--- src/rtl/core/mm4_pkg.sv ---
// ----------------------------------------------------------------------------
// mm4_pkg
// Shared sizes, codes and controller/datapath bundles for the 4x4 Q16.16
// matrix multiply-accumulate unit.
// ----------------------------------------------------------------------------
package mm4_pkg;

    localparam int DIM       = 4;
    localparam int FRAC_BITS = 16;
    localparam int CELLS     = DIM * DIM;
    localparam int IDX_W     = (DIM > 1) ? $clog2(DIM) : 1;
    localparam int CELL_W    = $clog2(CELLS);
    localparam int FLD_W     = 2;
    localparam int VAL_W     = 32;
    localparam int PROD_W    = 2 * VAL_W;
    localparam int ACC_W     = PROD_W + $clog2(DIM);
    localparam int SH_W      = ACC_W - FRAC_BITS;

    localparam logic [VAL_W-1:0] SAT_MAX = {1'b0, {(VAL_W-1){1'b1}}};
    localparam logic [VAL_W-1:0] SAT_MIN = {1'b1, {(VAL_W-1){1'b0}}};

    typedef enum logic [1:0] {
        CMD_WR_A = 2'd0,
        CMD_WR_B = 2'd1,
        CMD_MUL  = 2'd2,
        CMD_RD   = 2'd3
    } t_cmd;

    typedef enum logic [2:0] {
        S_IDLE,
        S_ISSUE,
        S_DRAIN,
        S_EMIT,
        S_RD
    } t_state;

    typedef struct packed {
        logic             wr_a;
        logic             wr_b;
        logic             rd_start;
        logic             fetch;
        logic             capture;
        logic             emit_mul;
        logic             emit_rd;
        logic             last;
        logic [IDX_W-1:0] r;
        logic [IDX_W-1:0] c;
        logic [IDX_W-1:0] k;
    } t_dp_cmd;

    typedef struct packed {
        logic out_busy;
        logic acc_done;
    } t_dp_sts;

    function automatic logic [CELL_W-1:0] cell_addr(input int unsigned r,
                                                    input int unsigned c);
        return CELL_W'(r * DIM + c);
    endfunction

endpackage

--- src/rtl/core/mm4_in_if.sv ---
// ----------------------------------------------------------------------------
// mm4_in_if
// Command channel: valid/ready handshake carrying one command item.
// ----------------------------------------------------------------------------
interface mm4_in_if import mm4_pkg::*; ();

    logic                    valid;
    logic                    ready;
    logic [FLD_W-1:0]        cmd;
    logic [FLD_W-1:0]        row;
    logic [FLD_W-1:0]        col;
    logic signed [VAL_W-1:0] value;

    modport source (output valid, output cmd, output row, output col, output value,
                    input ready);
    modport sink   (input valid, input cmd, input row, input col, input value,
                    output ready);

endinterface

--- src/rtl/core/mm4_out_if.sv ---
// ----------------------------------------------------------------------------
// mm4_out_if
// Result channel: valid/ready handshake carrying one matrix element item.
// ----------------------------------------------------------------------------
interface mm4_out_if import mm4_pkg::*; ();

    logic                    valid;
    logic                    ready;
    logic [FLD_W-1:0]        out_row;
    logic [FLD_W-1:0]        out_col;
    logic signed [VAL_W-1:0] out_value;
    logic                    saturated;
    logic                    last;

    modport source (output valid, output out_row, output out_col, output out_value,
                    output saturated, output last, input ready);
    modport sink   (input valid, input out_row, input out_col, input out_value,
                    input saturated, input last, output ready);

endinterface

--- src/rtl/core/mm4_ctrl.sv ---
// ----------------------------------------------------------------------------
// mm4_ctrl
// Sequencer: accepts command items, walks row/column/term counters for a
// multiply and tells the datapath when to fetch, accumulate and emit.
// ----------------------------------------------------------------------------
module mm4_ctrl import mm4_pkg::*; (
    input  logic             i_clk,
    input  logic             i_rst_n,
    input  logic             i_in_valid,
    input  logic [FLD_W-1:0] i_in_cmd,
    output logic             o_in_ready,
    output t_dp_cmd          o_cmd,
    input  t_dp_sts          i_sts
);

    t_state           r_state, n_state;
    logic [IDX_W-1:0] r_r, n_r;
    logic [IDX_W-1:0] r_c, n_c;
    logic [IDX_W-1:0] r_k, n_k;
    logic             accept;
    t_cmd             item_cmd;
    logic             k_end;
    logic             row_end;
    logic             mat_end;

    assign accept   = i_in_valid && (r_state == S_IDLE);
    assign item_cmd = t_cmd'(i_in_cmd);
    assign k_end    = (r_k == IDX_W'(DIM - 1));
    assign row_end  = (r_c == IDX_W'(DIM - 1));
    assign mat_end  = (r_r == IDX_W'(DIM - 1));

    always_ff @(posedge i_clk) begin
        if (!i_rst_n) begin
            r_state <= S_IDLE;
            r_r     <= '0;
            r_c     <= '0;
            r_k     <= '0;
        end else begin
            r_state <= n_state;
            r_r     <= n_r;
            r_c     <= n_c;
            r_k     <= n_k;
        end
    end

    always_comb begin
        n_state = r_state;
        n_r     = r_r;
        n_c     = r_c;
        n_k     = r_k;
        case (r_state)
            S_IDLE: begin
                if (accept) begin
                    case (item_cmd)
                        CMD_MUL: begin
                            n_state = S_ISSUE;
                            n_r     = '0;
                            n_c     = '0;
                            n_k     = '0;
                        end
                        CMD_RD:   n_state = S_RD;
                        CMD_WR_A: n_state = S_IDLE;
                        CMD_WR_B: n_state = S_IDLE;
                        default:  n_state = S_IDLE;
                    endcase
                end
            end
            S_ISSUE: begin
                if (k_end) begin
                    n_k     = '0;
                    n_state = S_DRAIN;
                end else begin
                    n_k = r_k + 1'b1;
                end
            end
            S_DRAIN: begin
                if (i_sts.acc_done) begin
                    n_state = S_EMIT;
                end
            end
            S_EMIT: begin
                if (!i_sts.out_busy) begin
                    if (row_end) begin
                        n_c = '0;
                        if (mat_end) begin
                            n_state = S_IDLE;
                        end else begin
                            n_r     = r_r + 1'b1;
                            n_state = S_ISSUE;
                        end
                    end else begin
                        n_c     = r_c + 1'b1;
                        n_state = S_ISSUE;
                    end
                end
            end
            S_RD: begin
                if (!i_sts.out_busy) begin
                    n_state = S_IDLE;
                end
            end
            default: n_state = S_IDLE;
        endcase
    end

    always_comb begin
        o_in_ready = 1'b0;
        o_cmd      = '0;
        o_cmd.r    = r_r;
        o_cmd.c    = r_c;
        o_cmd.k    = r_k;
        case (r_state)
            S_IDLE: begin
                o_in_ready     = 1'b1;
                o_cmd.wr_a     = accept && (item_cmd == CMD_WR_A);
                o_cmd.wr_b     = accept && (item_cmd == CMD_WR_B);
                o_cmd.rd_start = accept && (item_cmd == CMD_RD);
            end
            S_ISSUE: begin
                o_cmd.fetch   = 1'b1;
                o_cmd.capture = (r_c == '0);
            end
            S_EMIT: begin
                o_cmd.emit_mul = !i_sts.out_busy;
                o_cmd.last     = row_end && mat_end;
            end
            S_RD: begin
                o_cmd.emit_rd = !i_sts.out_busy;
            end
            default: o_cmd = '0;
        endcase
    end

    a_done_in_drain: assert property (@(posedge i_clk) disable iff (!i_rst_n)
        i_sts.acc_done |-> r_state == S_DRAIN)
        else $error("accumulator finished outside drain");

    a_issue_to_drain: assert property (@(posedge i_clk) disable iff (!i_rst_n)
        (r_state == S_ISSUE) && k_end |=> r_state == S_DRAIN)
        else $error("last term issued but no drain");

    a_emit_slot_free: assert property (@(posedge i_clk) disable iff (!i_rst_n)
        o_cmd.emit_mul || o_cmd.emit_rd |-> !i_sts.out_busy)
        else $error("emit into occupied output register");

endmodule

--- src/rtl/core/mm4_datapath.sv ---
// ----------------------------------------------------------------------------
// mm4_datapath
// Matrix stores, operand fetch, 32x32 multiplier, exact accumulator,
// shift-and-saturate and the output register.
// ----------------------------------------------------------------------------
module mm4_datapath import mm4_pkg::*; (
    input  logic                    i_clk,
    input  logic                    i_rst_n,
    input  t_dp_cmd                 i_cmd,
    output t_dp_sts                 o_sts,
    input  logic [FLD_W-1:0]        i_row,
    input  logic [FLD_W-1:0]        i_col,
    input  logic signed [VAL_W-1:0] i_value,
    input  logic                    i_out_ready,
    output logic                    o_out_valid,
    output logic [FLD_W-1:0]        o_out_row,
    output logic [FLD_W-1:0]        o_out_col,
    output logic signed [VAL_W-1:0] o_out_value,
    output logic                    o_out_saturated,
    output logic                    o_out_last
);

    logic [VAL_W-1:0]        r_a_mem [CELLS];
    logic [VAL_W-1:0]        r_b_mem [CELLS];
    logic [CELLS-1:0]        r_a_vld;
    logic [CELLS-1:0]        r_b_vld;
    logic [VAL_W-1:0]        r_oldrow [DIM];
    logic signed [VAL_W-1:0] r_a_op;
    logic signed [VAL_W-1:0] r_b_op;
    logic                    r_f_vld, r_f_first, r_f_last;
    logic                    r_m_vld, r_m_first, r_m_last;
    logic signed [PROD_W-1:0] r_prod;
    logic signed [ACC_W-1:0] r_acc;
    logic                    r_acc_done;
    logic [FLD_W-1:0]        r_rd_row, r_rd_col;
    logic                    r_rd_inside;
    logic                    r_out_valid;
    logic [FLD_W-1:0]        r_out_row, r_out_col;
    logic [VAL_W-1:0]        r_out_value;
    logic                    r_out_sat, r_out_last;

    logic                    item_inside;
    logic [CELL_W-1:0]       item_addr, mul_addr, a_rd_addr, b_rd_addr;
    logic [ACC_W-1:0]        acc_base;
    logic [SH_W-VAL_W:0]     sat_top;
    logic                    sat_hit;
    logic [VAL_W-1:0]        sat_value;

    always_comb begin
        item_inside = (int'(i_row) < DIM) && (int'(i_col) < DIM);
        item_addr   = cell_addr(int'(i_row), int'(i_col));
        mul_addr    = cell_addr(int'(i_cmd.r), int'(i_cmd.c));
        a_rd_addr   = i_cmd.fetch ? cell_addr(int'(i_cmd.r), int'(i_cmd.k)) : item_addr;
        b_rd_addr   = cell_addr(int'(i_cmd.k), int'(i_cmd.c));
    end

    always_comb begin
        sat_top   = r_acc[ACC_W-1:VAL_W-1+FRAC_BITS];
        sat_hit   = !((&sat_top) || !(|sat_top));
        sat_value = sat_hit ? (r_acc[ACC_W-1] ? SAT_MIN : SAT_MAX)
                            : r_acc[VAL_W-1+FRAC_BITS:FRAC_BITS];
        acc_base  = r_m_first ? '0 : r_acc;
    end

    always_ff @(posedge i_clk) begin
        if (i_cmd.wr_a && item_inside) begin
            r_a_mem[item_addr] <= i_value;
        end else if (i_cmd.emit_mul) begin
            r_a_mem[mul_addr] <= sat_value;
        end
        if (i_cmd.wr_b && item_inside) begin
            r_b_mem[item_addr] <= i_value;
        end
    end

    always_ff @(posedge i_clk) begin
        if (!i_rst_n) begin
            r_a_vld <= '0;
            r_b_vld <= '0;
        end else begin
            if (i_cmd.wr_a && item_inside) begin
                r_a_vld[item_addr] <= 1'b1;
            end else if (i_cmd.emit_mul) begin
                r_a_vld[mul_addr] <= 1'b1;
            end
            if (i_cmd.wr_b && item_inside) begin
                r_b_vld[item_addr] <= 1'b1;
            end
        end
    end

    // Old row of A is kept for columns after the first; new elements overwrite it.
    always_ff @(posedge i_clk) begin
        if (i_cmd.fetch || i_cmd.rd_start) begin
            if (!i_cmd.fetch || i_cmd.capture) begin
                r_a_op <= r_a_vld[a_rd_addr] ? r_a_mem[a_rd_addr] : '0;
            end else begin
                r_a_op <= r_oldrow[i_cmd.k];
            end
        end
        if (i_cmd.fetch && i_cmd.capture) begin
            r_oldrow[i_cmd.k] <= r_a_vld[a_rd_addr] ? r_a_mem[a_rd_addr] : '0;
        end
        if (i_cmd.fetch) begin
            r_b_op    <= r_b_vld[b_rd_addr] ? r_b_mem[b_rd_addr] : '0;
            r_f_first <= (i_cmd.k == '0);
            r_f_last  <= (i_cmd.k == IDX_W'(DIM - 1));
        end
        if (i_cmd.rd_start) begin
            r_rd_row    <= i_row;
            r_rd_col    <= i_col;
            r_rd_inside <= item_inside;
        end
        if (r_f_vld) begin
            r_prod    <= r_a_op * r_b_op;
            r_m_first <= r_f_first;
            r_m_last  <= r_f_last;
        end
        if (r_m_vld) begin
            r_acc <= acc_base + ACC_W'(r_prod);
        end
    end

    always_ff @(posedge i_clk) begin
        if (!i_rst_n) begin
            r_f_vld    <= 1'b0;
            r_m_vld    <= 1'b0;
            r_acc_done <= 1'b0;
        end else begin
            r_f_vld    <= i_cmd.fetch;
            r_m_vld    <= r_f_vld;
            r_acc_done <= r_m_vld && r_m_last;
        end
    end

    always_ff @(posedge i_clk) begin
        if (!i_rst_n) begin
            r_out_valid <= 1'b0;
        end else if (i_cmd.emit_mul || i_cmd.emit_rd) begin
            r_out_valid <= 1'b1;
        end else if (i_out_ready) begin
            r_out_valid <= 1'b0;
        end
    end

    always_ff @(posedge i_clk) begin
        if (i_cmd.emit_mul) begin
            r_out_row   <= FLD_W'(i_cmd.r);
            r_out_col   <= FLD_W'(i_cmd.c);
            r_out_value <= sat_value;
            r_out_sat   <= sat_hit;
            r_out_last  <= i_cmd.last;
        end else if (i_cmd.emit_rd) begin
            r_out_row   <= r_rd_row;
            r_out_col   <= r_rd_col;
            r_out_value <= r_rd_inside ? r_a_op : '0;
            r_out_sat   <= 1'b0;
            r_out_last  <= 1'b1;
        end
    end

    assign o_sts.out_busy  = r_out_valid && !i_out_ready;
    assign o_sts.acc_done  = r_acc_done;
    assign o_out_valid     = r_out_valid;
    assign o_out_row       = r_out_row;
    assign o_out_col       = r_out_col;
    assign o_out_value     = r_out_value;
    assign o_out_saturated = r_out_sat;
    assign o_out_last      = r_out_last;

    a_sat_at_limit: assert property (@(posedge i_clk) disable iff (!i_rst_n)
        r_out_valid && r_out_sat |-> r_out_value == SAT_MAX || r_out_value == SAT_MIN)
        else $error("saturated element not at a range limit");

    a_pipe_empty_on_done: assert property (@(posedge i_clk) disable iff (!i_rst_n)
        r_acc_done |-> !r_f_vld && !r_m_vld)
        else $error("terms still in flight when sum reported complete");

endmodule

--- src/rtl/core/matrix4_multiply_accumulate_unit.sv ---
// ----------------------------------------------------------------------------
// matrix4_multiply_accumulate_unit
// 4x4 signed Q16.16 matrix multiply-accumulate: A <= A * B, element writes
// and element reads of A.
// ----------------------------------------------------------------------------
// Commands are taken one at a time. A write of A or B updates the store and
// leaves the sequencer idle. A read of A waits for the output register to
// free up and returns one item. A multiply runs every element through a
// single shared 32x32 multiplier, one product term per cycle: each element
// issues DIM terms, which pass through fetch, multiply and accumulate, and
// is then emitted once the output register is free. The sixteen new
// elements leave in row-major order; the last one carries last = 1. Sums are
// exact, floored by 16 fraction bits and clipped to 32 bits, with saturated
// set on clipped elements. Both matrices read as zero after reset.
// ----------------------------------------------------------------------------
module matrix4_multiply_accumulate_unit import mm4_pkg::*; (
    input  logic      i_clk,
    input  logic      i_rst_n,
    mm4_in_if.sink    i_in,
    mm4_out_if.source o_out
);

    t_dp_cmd dp_cmd;
    t_dp_sts dp_sts;
    logic    in_ready;

    mm4_ctrl u_ctrl (
        .i_clk      (i_clk),
        .i_rst_n    (i_rst_n),
        .i_in_valid (i_in.valid),
        .i_in_cmd   (i_in.cmd),
        .o_in_ready (in_ready),
        .o_cmd      (dp_cmd),
        .i_sts      (dp_sts)
    );

    assign i_in.ready = in_ready;

    mm4_datapath u_datapath (
        .i_clk           (i_clk),
        .i_rst_n         (i_rst_n),
        .i_cmd           (dp_cmd),
        .o_sts           (dp_sts),
        .i_row           (i_in.row),
        .i_col           (i_in.col),
        .i_value         (i_in.value),
        .i_out_ready     (o_out.ready),
        .o_out_valid     (o_out.valid),
        .o_out_row       (o_out.out_row),
        .o_out_col       (o_out.out_col),
        .o_out_value     (o_out.out_value),
        .o_out_saturated (o_out.saturated),
        .o_out_last      (o_out.last)
    );

endmodule

--- src/flat_wrapper.sv ---
// flat-port wrapper written by rule: the top's interface ports become plain ports
module matrix4_multiply_accumulate_unit_flat import mm4_pkg::*;
  (i_clk, i_rst_n, i_in_valid, i_in_cmd, i_in_row, i_in_col, i_in_value, i_in_ready, o_out_valid, o_out_out_row, o_out_out_col, o_out_out_value, o_out_saturated, o_out_last, o_out_ready);
  mm4_in_if i_in_i ();
  mm4_out_if o_out_i ();
  input  logic i_clk;
  input  logic i_rst_n;
  input wire logic [$bits(i_in_i.valid)-1:0] i_in_valid;
  input wire logic [$bits(i_in_i.cmd)-1:0] i_in_cmd;
  input wire logic [$bits(i_in_i.row)-1:0] i_in_row;
  input wire logic [$bits(i_in_i.col)-1:0] i_in_col;
  input wire logic [$bits(i_in_i.value)-1:0] i_in_value;
  output wire logic [$bits(i_in_i.ready)-1:0] i_in_ready;
  output wire logic [$bits(o_out_i.valid)-1:0] o_out_valid;
  output wire logic [$bits(o_out_i.out_row)-1:0] o_out_out_row;
  output wire logic [$bits(o_out_i.out_col)-1:0] o_out_out_col;
  output wire logic [$bits(o_out_i.out_value)-1:0] o_out_out_value;
  output wire logic [$bits(o_out_i.saturated)-1:0] o_out_saturated;
  output wire logic [$bits(o_out_i.last)-1:0] o_out_last;
  input wire logic [$bits(o_out_i.ready)-1:0] o_out_ready;
  assign i_in_i.valid = i_in_valid;
  assign i_in_i.cmd = i_in_cmd;
  assign i_in_i.row = i_in_row;
  assign i_in_i.col = i_in_col;
  assign i_in_i.value = i_in_value;
  assign i_in_ready = i_in_i.ready;
  assign o_out_valid = o_out_i.valid;
  assign o_out_out_row = o_out_i.out_row;
  assign o_out_out_col = o_out_i.out_col;
  assign o_out_out_value = o_out_i.out_value;
  assign o_out_saturated = o_out_i.saturated;
  assign o_out_last = o_out_i.last;
  assign o_out_i.ready = o_out_ready;
  matrix4_multiply_accumulate_unit u_core (.i_clk(i_clk), .i_rst_n(i_rst_n), .i_in(i_in_i), .o_out(o_out_i));
endmodule
--- config.mk ---
export PLATFORM = sky130hd
export DESIGN_NAME = matrix4_multiply_accumulate_unit_flat
export DESIGN_NICKNAME = d
export VERILOG_FILES = /design/src/rtl/core/mm4_pkg.sv /design/src/rtl/core/mm4_in_if.sv /design/src/rtl/core/mm4_out_if.sv /design/src/rtl/core/mm4_ctrl.sv /design/src/rtl/core/mm4_datapath.sv /design/src/rtl/core/matrix4_multiply_accumulate_unit.sv /design/src/flat_wrapper.sv
export SDC_FILE = /design/constraint.sdc
export NUM_CORES = 2
export LEC_CHECK = 0
export BUFFER_PORTS_ARGS = -buffer_cell sky130_fd_sc_hd__buf_2
export CORE_MARGIN = 8
export CORE_UTILIZATION = 45
export DETAILED_ROUTE_END_ITERATION = 8
export SYNTH_ARGS = -nofsm -noshare
export SYNTH_HDL_FRONTEND = slang
export SYNTH_SLANG_ARGS = --single-unit
export TNS_END_PERCENT = 30
--- constraint.sdc ---
create_clock -name i_clk -period 22 [get_ports i_clk]
set_input_delay 1.1 -clock i_clk [delete_from_list [all_inputs] [get_ports i_clk]]
set_output_delay 1.1 -clock i_clk [all_outputs]
set_load 0.005 [all_outputs]
# --- After elaboration in Yosys (flattened, before gate mapping) ---
# Memory sizes are Yosys's and may differ from the RTL's. A register that Yosys moved wholly into a read port is not among the register bits.
# Index checks and enable logic that the tools add are counted.
op_classes:
  mux: 67
  add_sub_neg: 8
  reduce_logical: 38
  bitwise: 3
  mul: 1
  eq_ne: 19
  order_cmp: 6
op_table:
  columns: ["op", "count"]
  rows:
  - ["32-bit two-way mux", 7]
  - ["66-bit adder", 1]
  - ["66-bit two-way mux", 1]
  - ["32-bit by 32-bit multiplier with 64-bit output", 1]
  - ["16-bit bitwise OR", 3]
  - ["16-bit two-way mux", 2]
  - ["32-bit OR reduction", 1]
  - ["2-bit two-way mux", 13]
  - ["1-bit two-way mux", 25]
  - ["3-bit two-way mux", 7]
  - ["4-bit by 5-bit less-than comparator with 1-bit output (second input constant)", 4]
  - ["19-bit AND reduction", 1]
  - ["19-bit OR reduction", 1]
  - ["4-bit by 2-bit adder with 4-bit output", 4]
  - ["3-bit case mux with 5 select lines", 1]
  - ["2-bit inequality test (second input constant)", 7]
  - ["2-bit == test (second input constant)", 6]
  - ["2-bit case mux with 2 select lines", 3]
  - ["1-bit logical AND", 10]
  - ["2-bit nonzero test", 5]
  - ["3-bit case mux with 3 select lines", 1]
  - ["1-bit binary-select mux with 4-bit select", 2]
  - ["1-bit demux with 4-bit select", 2]
  - ["4-bit by 1-bit greater-or-equal comparator with 1-bit output (second input constant)", 2]
  - ["18 further kinds", 32]
word_totals:
  regBits: 253
  out_inout_bits: 40
  in_bits: 42
  n_memories: 3
  ramBits: 1152
  wordCells: 169
mem_list:
  columns: ["memory", "depth", "width", "rd", "rd_ports_with_merged_regs", "wr", "line", "rtl"]
  rows:
  - ["u_core.u_datapath.r_a_mem", 16, 32, 1, 0, 1, "mm4_datapath.sv:23", "logic [VAL_W-1:0] r_a_mem [CELLS];"]
  - ["u_core.u_datapath.r_b_mem", 16, 32, 1, 1, 1, "mm4_datapath.sv:24", "logic [VAL_W-1:0] r_b_mem [CELLS];"]
  - ["u_core.u_datapath.r_oldrow", 4, 32, 1, 0, 1, "mm4_datapath.sv:27", "logic [VAL_W-1:0] r_oldrow [DIM];"]

# --- Logic depth before layout (Yosys ltp) ---
depth:
  depth_word: 11
  depth_mapped: 30

# --- Hierarchy ---
# Synthesis repeated with hierarchy kept, for this count alone.
hier_totals:
  hier_cells: 7588
  area_unflattened_um2: 95207.6
by_module_without_submodules:
  columns: ["mod", "seq_area_each_um2", "cells_per_inst", "area_per_inst_um2", "instances"]
  rows:
  - ["mm4_datapath", 42520.8, 7512, 94543.2, 1]
  - ["mm4_ctrl", 180.2, 76, 664.4, 1]

# --- Worst setup path before layout ---
# OpenSTA, ideal clock, no wires.
synth_path:
  path_type: "reg-to-reg"
  start: "register u_core.u_datapath.r_a_op[31]"
  end: "register u_core.u_datapath.r_prod[63], data pin"
  path_buffers: 2
  path_stages_with_launch: 31
  arrival_ps: 7506
  setup_ps: 260
  required_time_ps: 21740
  setup_slack_ps: 14234
  cell_sequence: "edfxtp_1 -> clkbuf_1 -> nand2_1 -> inv_1 -> fa_1 -> inv_1 -> fa_1 -> fa_1 -> inv_1 -> fa_1 -> inv_1 -> fa_1 -> inv_1 -> fa_1 -> inv_1 -> fa_1 -> inv_1 -> fa_1 -> ha_1 -> clkbuf_1 -> a21o_1 -> a21o_1 -> a21oi_1 -> inv_1 -> a21o_1 -> a21oi_1 -> o21bai_1 -> a21oi_1 -> o21ai_0 -> a21oi_1 -> xnor2_1"
synth_via:
  elab_chain_len: 1
synth_rtl:
  columns: ["item", "line", "rtl"]
  rows:
  - ["start, declared", "mm4_datapath.sv:28", "logic signed [VAL_W-1:0] r_a_op;"]
  - ["start signal, assigned", "mm4_datapath.sv:96", "r_a_op <= r_a_vld[a_rd_addr] ? r_a_mem[a_rd_addr] : '0;"]
  - ["start signal, assigned", "mm4_datapath.sv:98", "r_a_op <= r_oldrow[i_cmd.k];"]
  - ["32-bit by 32-bit multiplier with 64-bit output", "mm4_datapath.sv:115", "r_prod <= r_a_op * r_b_op;"]
  - ["end signal, assigned", "mm4_datapath.sv:115", null]
  - ["end, declared", "mm4_datapath.sv:32", "logic signed [PROD_W-1:0] r_prod;"]
# Every way passes these cells.
# A chain may end at the register's enable or synchronous reset.

# --- Worst setup path in the final report ---
layout_path:
  start: "register u_core.u_datapath.r_a_op[1]"
  end: "register u_core.u_datapath.r_prod[60], data pin"
# Same word-level chain as after synthesis.

==> reports/qor.yml <==
final-hold-violation-count: 0
layout.cell_area.non_filler_sq_um: 105000
timing.max_slew.rel_slack_pct: 7.74
final-setup-viol-count: 0
core-area_sq_um: 214000
synth_seq_area_share_pct: 44.3
drt_first_pass_iters: 6
post_route_cells_drive_above_1_share_pct: 8.29
synth_async_sr_flop_share_pct: 0
netlist_instances: 8156
crit_type: "reg2reg"
vias_in_the_first_global_route: 65000
ctsHtreeMaxLevel: 4
areaGrowthSynthToFinish_pct: 9.13
track_usage_pct: 23.8
port_bufs: 81
clock_latency_ns: 0.85
cts_setup_buffers: 0
startpoint_type: "register"
grt_max_degree: 197
place_congestion: 0.898
run_status: "finished clean"
drt-wirelength-per-cell_microns: 25.0
floorplan.initialDensity_pct: 45.1
cts.path.max_buffers: 3
mean_number_of_vias_per_cell: 5.68
utilization_pct: 49.2
hold_path.startpoint: "u_core.u_datapath.r_f_last$_DFFE_PP_"
syn_area_sq_um: 96400
ios: 82
antenna_found_initial: 27
place_hpwl_microns: 177000
die_height_microns: 479
critical_path.slowest_cell: "sky130_fd_sc_hd__edfxtp_1"
antenna_violating_nets_post_route: 0
cts-root-buf: "sky130_fd_sc_hd__clkbuf_16"
rsz0062_at_grt: "no"
timing.max_cap.violations: 0
synth_fp_nets: 9534
fillCellCount: 18800
yosysWarnings: 0
num-nets-final: 9456
routed-via-count: 62800
grt_overflow_total: 0
post-route-drc-count: 0
worst_path_largest_cell_delay_ns: 1.04
timing.critical_path.to: "u_core.u_datapath.r_prod[60]$_DFFE_PP_"
yosysUniqueCellTypes: 83
clock_sink_count: 1437
end_kind: "register"
post_synth.cell_area_avg_sq_um: 11.8
reg2reg_slack_ns: 13.34
finalCritPeriodShare_pct: 39.4
hold-path-cell-count: 0
placementRows: 170
grt_pass1_wl_microns: 412000
rr_startpoint: "u_core.u_datapath.r_a_op[1]$_DFFE_PP_"
timing.final.crit_period_ns: 8.66
cp_required_ns: 22.57
worst_setup_path_startpoint: "u_core.u_datapath.r_a_op[1]$_DFFE_PP_"
dominantRegCellSynth: "sky130_fd_sc_hd__edfxtp_1"
clkTransAtPathRegs_ns: 0.06
dieArea_sq_um: 229000
drtIter0Drc: 5621
final_max_slew_viol_count: 0
post_cts_resize_count: 0
multi_input_area_sq_um: 48500
ys_seq_elements: 1437
floorplan.die.width_microns: 479
setup_tns_final_ns: 0
cts_hold_buffers: 0
worstPathArrival_ns: 9.24
tightest_slew_ns: 1.38
total_wire_length_microns: 276000
synth_edf_count: 1392
timing.rr.end: "u_core.u_datapath.r_prod[60]$_DFFE_PP_"
hold_class: "reg2reg"
area.sequential_sq_um: 42700
worstPathMaxFanout: 18
clock.fmax_ghz: 0.115
reg2regPathDepth: 25
cts_buffers: 156
dpl_cell_area_sq_um: 100000
tritoncts_clock_tree: "built"
cpMostUsedCell: "sky130_fd_sc_hd__fa_1"
fin_worst_skew_ns: 0.0701
==> Yosys cell counts, types with 30 or more instances <==
| master | instances | area share, % |
|---|---|---|
| sky130_fd_sc_hd__a211oi_1 | 176 | 1.4 |
| sky130_fd_sc_hd__a211oi_2 | 30 | 0.39 |
| sky130_fd_sc_hd__a21o_1 | 78 | 0.61 |
| sky130_fd_sc_hd__a21oi_1 | 361 | 1.9 |
| sky130_fd_sc_hd__a221oi_1 | 50 | 0.45 |
| sky130_fd_sc_hd__a22oi_1 | 34 | 0.26 |
| sky130_fd_sc_hd__a311oi_1 | 67 | 0.61 |
| sky130_fd_sc_hd__a31oi_1 | 95 | 0.62 |
| sky130_fd_sc_hd__and2_1 | 655 | 4.3 |
| sky130_fd_sc_hd__buf_1 | 30 | 0.12 |
| sky130_fd_sc_hd__clkbuf_1 | 421 | 1.6 |
| sky130_fd_sc_hd__dfxtp_1 | 45 | 0.93 |
| sky130_fd_sc_hd__edfxtp_1 | 1392 | 43 |
| sky130_fd_sc_hd__fa_1 | 1083 | 22 |
| sky130_fd_sc_hd__ha_1 | 253 | 3.3 |
| sky130_fd_sc_hd__inv_1 | 992 | 3.9 |
| sky130_fd_sc_hd__mux2_2 | 46 | 0.54 |
| sky130_fd_sc_hd__mux2i_1 | 79 | 0.82 |
| sky130_fd_sc_hd__mux4_2 | 47 | 1.1 |
| sky130_fd_sc_hd__nand2_1 | 913 | 3.6 |
| sky130_fd_sc_hd__nand2b_1 | 81 | 0.53 |
| sky130_fd_sc_hd__nand3_1 | 47 | 0.24 |
| sky130_fd_sc_hd__nor2_1 | 429 | 1.7 |
| sky130_fd_sc_hd__nor2b_1 | 107 | 0.69 |
| sky130_fd_sc_hd__o21a_1 | 30 | 0.23 |
| sky130_fd_sc_hd__o21ai_0 | 119 | 0.62 |
| sky130_fd_sc_hd__o21ai_1 | 45 | 0.23 |
| sky130_fd_sc_hd__o21bai_1 | 30 | 0.23 |
| sky130_fd_sc_hd__o221ai_1 | 42 | 0.38 |
| sky130_fd_sc_hd__xnor2_1 | 89 | 0.81 |
| sky130_fd_sc_hd__xor2_1 | 43 | 0.39 |
==> layer usage <==
metal	track usage, %	vias up	part of all wire [%]
met5	0	-	0.041
met4	7.83	16	3.5
met3	5.81	553	8.9
met2	38.3	2669	47
met1	31.8	32300	41
li1	-	27200	-
==> worst max-delay path: cells and delay by family, from the launching register on <==
kind,cells,cell delay [ns]
fa+ha+maj,9,3.80
compound gates,6,1.60
flops,1,1.04
simple gates,5,1.19
buf+inv,4,0.61
xor+xnor,1,0.15
==> layout make-up <==
class	instances	share of cell area (%)
clock inverter	91	0.859
multi-input combinational	5239	46.1
inverter	995	3.55
tap	2838	3.38
timing repair buffer	249	1.64
antenna	12	0.0285
sequential	1437	40.6
clock buffer	195	3.85
==> state kept, by name, indices dropped and copies added (netlist names), 16 cells and up <==
name,flops
u_core.u_datapath.r_prod,64
u_core.u_datapath.r_a_op,32
u_core.u_datapath.r_a_vld,16
u_core.u_datapath.r_oldrow,128
u_core.u_datapath.r_b_mem,512
u_core.u_datapath.o_out_value,32
u_core.u_datapath.r_acc,66
u_core.u_datapath.r_a_mem,512
u_core.u_datapath.r_b_vld,16
u_core.u_datapath.r_b_op,32
==> stage by stage <==
step	hold WS (ns)	setup WS, ns	std cells
after floorplan	0.400	14.23	8156
after global placement	0.404	13.34	10800
after detailed placement	0.407	13.35	10800
after CTS	0.421	13.34	11000
after global routing	0.438	12.89	11000
final	0.420	13.34	11100
==> kinds of logic after synthesis <==
family | after synthesis | share of synthesized area, %
xor+xnor | 132 | 1.20
fa+ha+maj | 1336 | 25.8
compound gates | 1237 | 8.63
buf+inv | 1480 | 5.86
simple gates | 2362 | 11.8
flops | 1437 | 44.3
mux | 172 | 2.46
==> cells in the final DEF, fill, tap and decap left out, types with 42 or more instances in the layout <==
cell	synthesis	layout
sky130_fd_sc_hd__and2_1	655	654
sky130_fd_sc_hd__fa_1	1083	1083
sky130_fd_sc_hd__nor2b_1	107	105
sky130_fd_sc_hd__a31oi_1	95	95
sky130_fd_sc_hd__mux2i_1	79	74
sky130_fd_sc_hd__a311oi_1	67	67
sky130_fd_sc_hd__nand2_1	913	913
sky130_fd_sc_hd__nor2_1	429	387
sky130_fd_sc_hd__o21ai_0	119	118
sky130_fd_sc_hd__a211oi_1	176	176
sky130_fd_sc_hd__mux4_2	47	47
sky130_fd_sc_hd__nand3_1	47	47
sky130_fd_sc_hd__ha_1	253	253
sky130_fd_sc_hd__edfxtp_1	1392	1392
sky130_fd_sc_hd__inv_1	992	992
sky130_fd_sc_hd__a221oi_1	50	49
sky130_fd_sc_hd__a21oi_1	361	359
sky130_fd_sc_hd__xor2_1	43	43
sky130_fd_sc_hd__clkbuf_16	0	156
sky130_fd_sc_hd__nand2b_1	81	79
sky130_fd_sc_hd__buf_4	10	163
sky130_fd_sc_hd__o221ai_1	42	42
sky130_fd_sc_hd__mux2_2	46	44
sky130_fd_sc_hd__buf_2	20	81
sky130_fd_sc_hd__o21ai_1	45	44
sky130_fd_sc_hd__a21o_1	78	77
sky130_fd_sc_hd__xnor2_1	89	89
==> worst min-delay path by stage <==
stage / slack [ns] / endpoint
2_1_floorplan: 0.40 / u_core.u_datapath.r_m_first$_DFFE_PP_
3_3_place_gp: 0.40 / u_core.u_datapath.r_m_last$_DFFE_PP_
3_5_place_dp: 0.41 / u_core.u_datapath.r_m_last$_DFFE_PP_
4_1_cts: 0.42 / u_core.u_datapath.r_m_last$_DFFE_PP_
5_1_grt: 0.44 / u_core.u_datapath.r_m_last$_DFFE_PP_
6_report: 0.42 / u_core.u_datapath.r_m_last$_DFFE_PP_
Power is not shown: default switching activity piles up to over one toggle a cycle in this logic, so the estimate is an artifact.
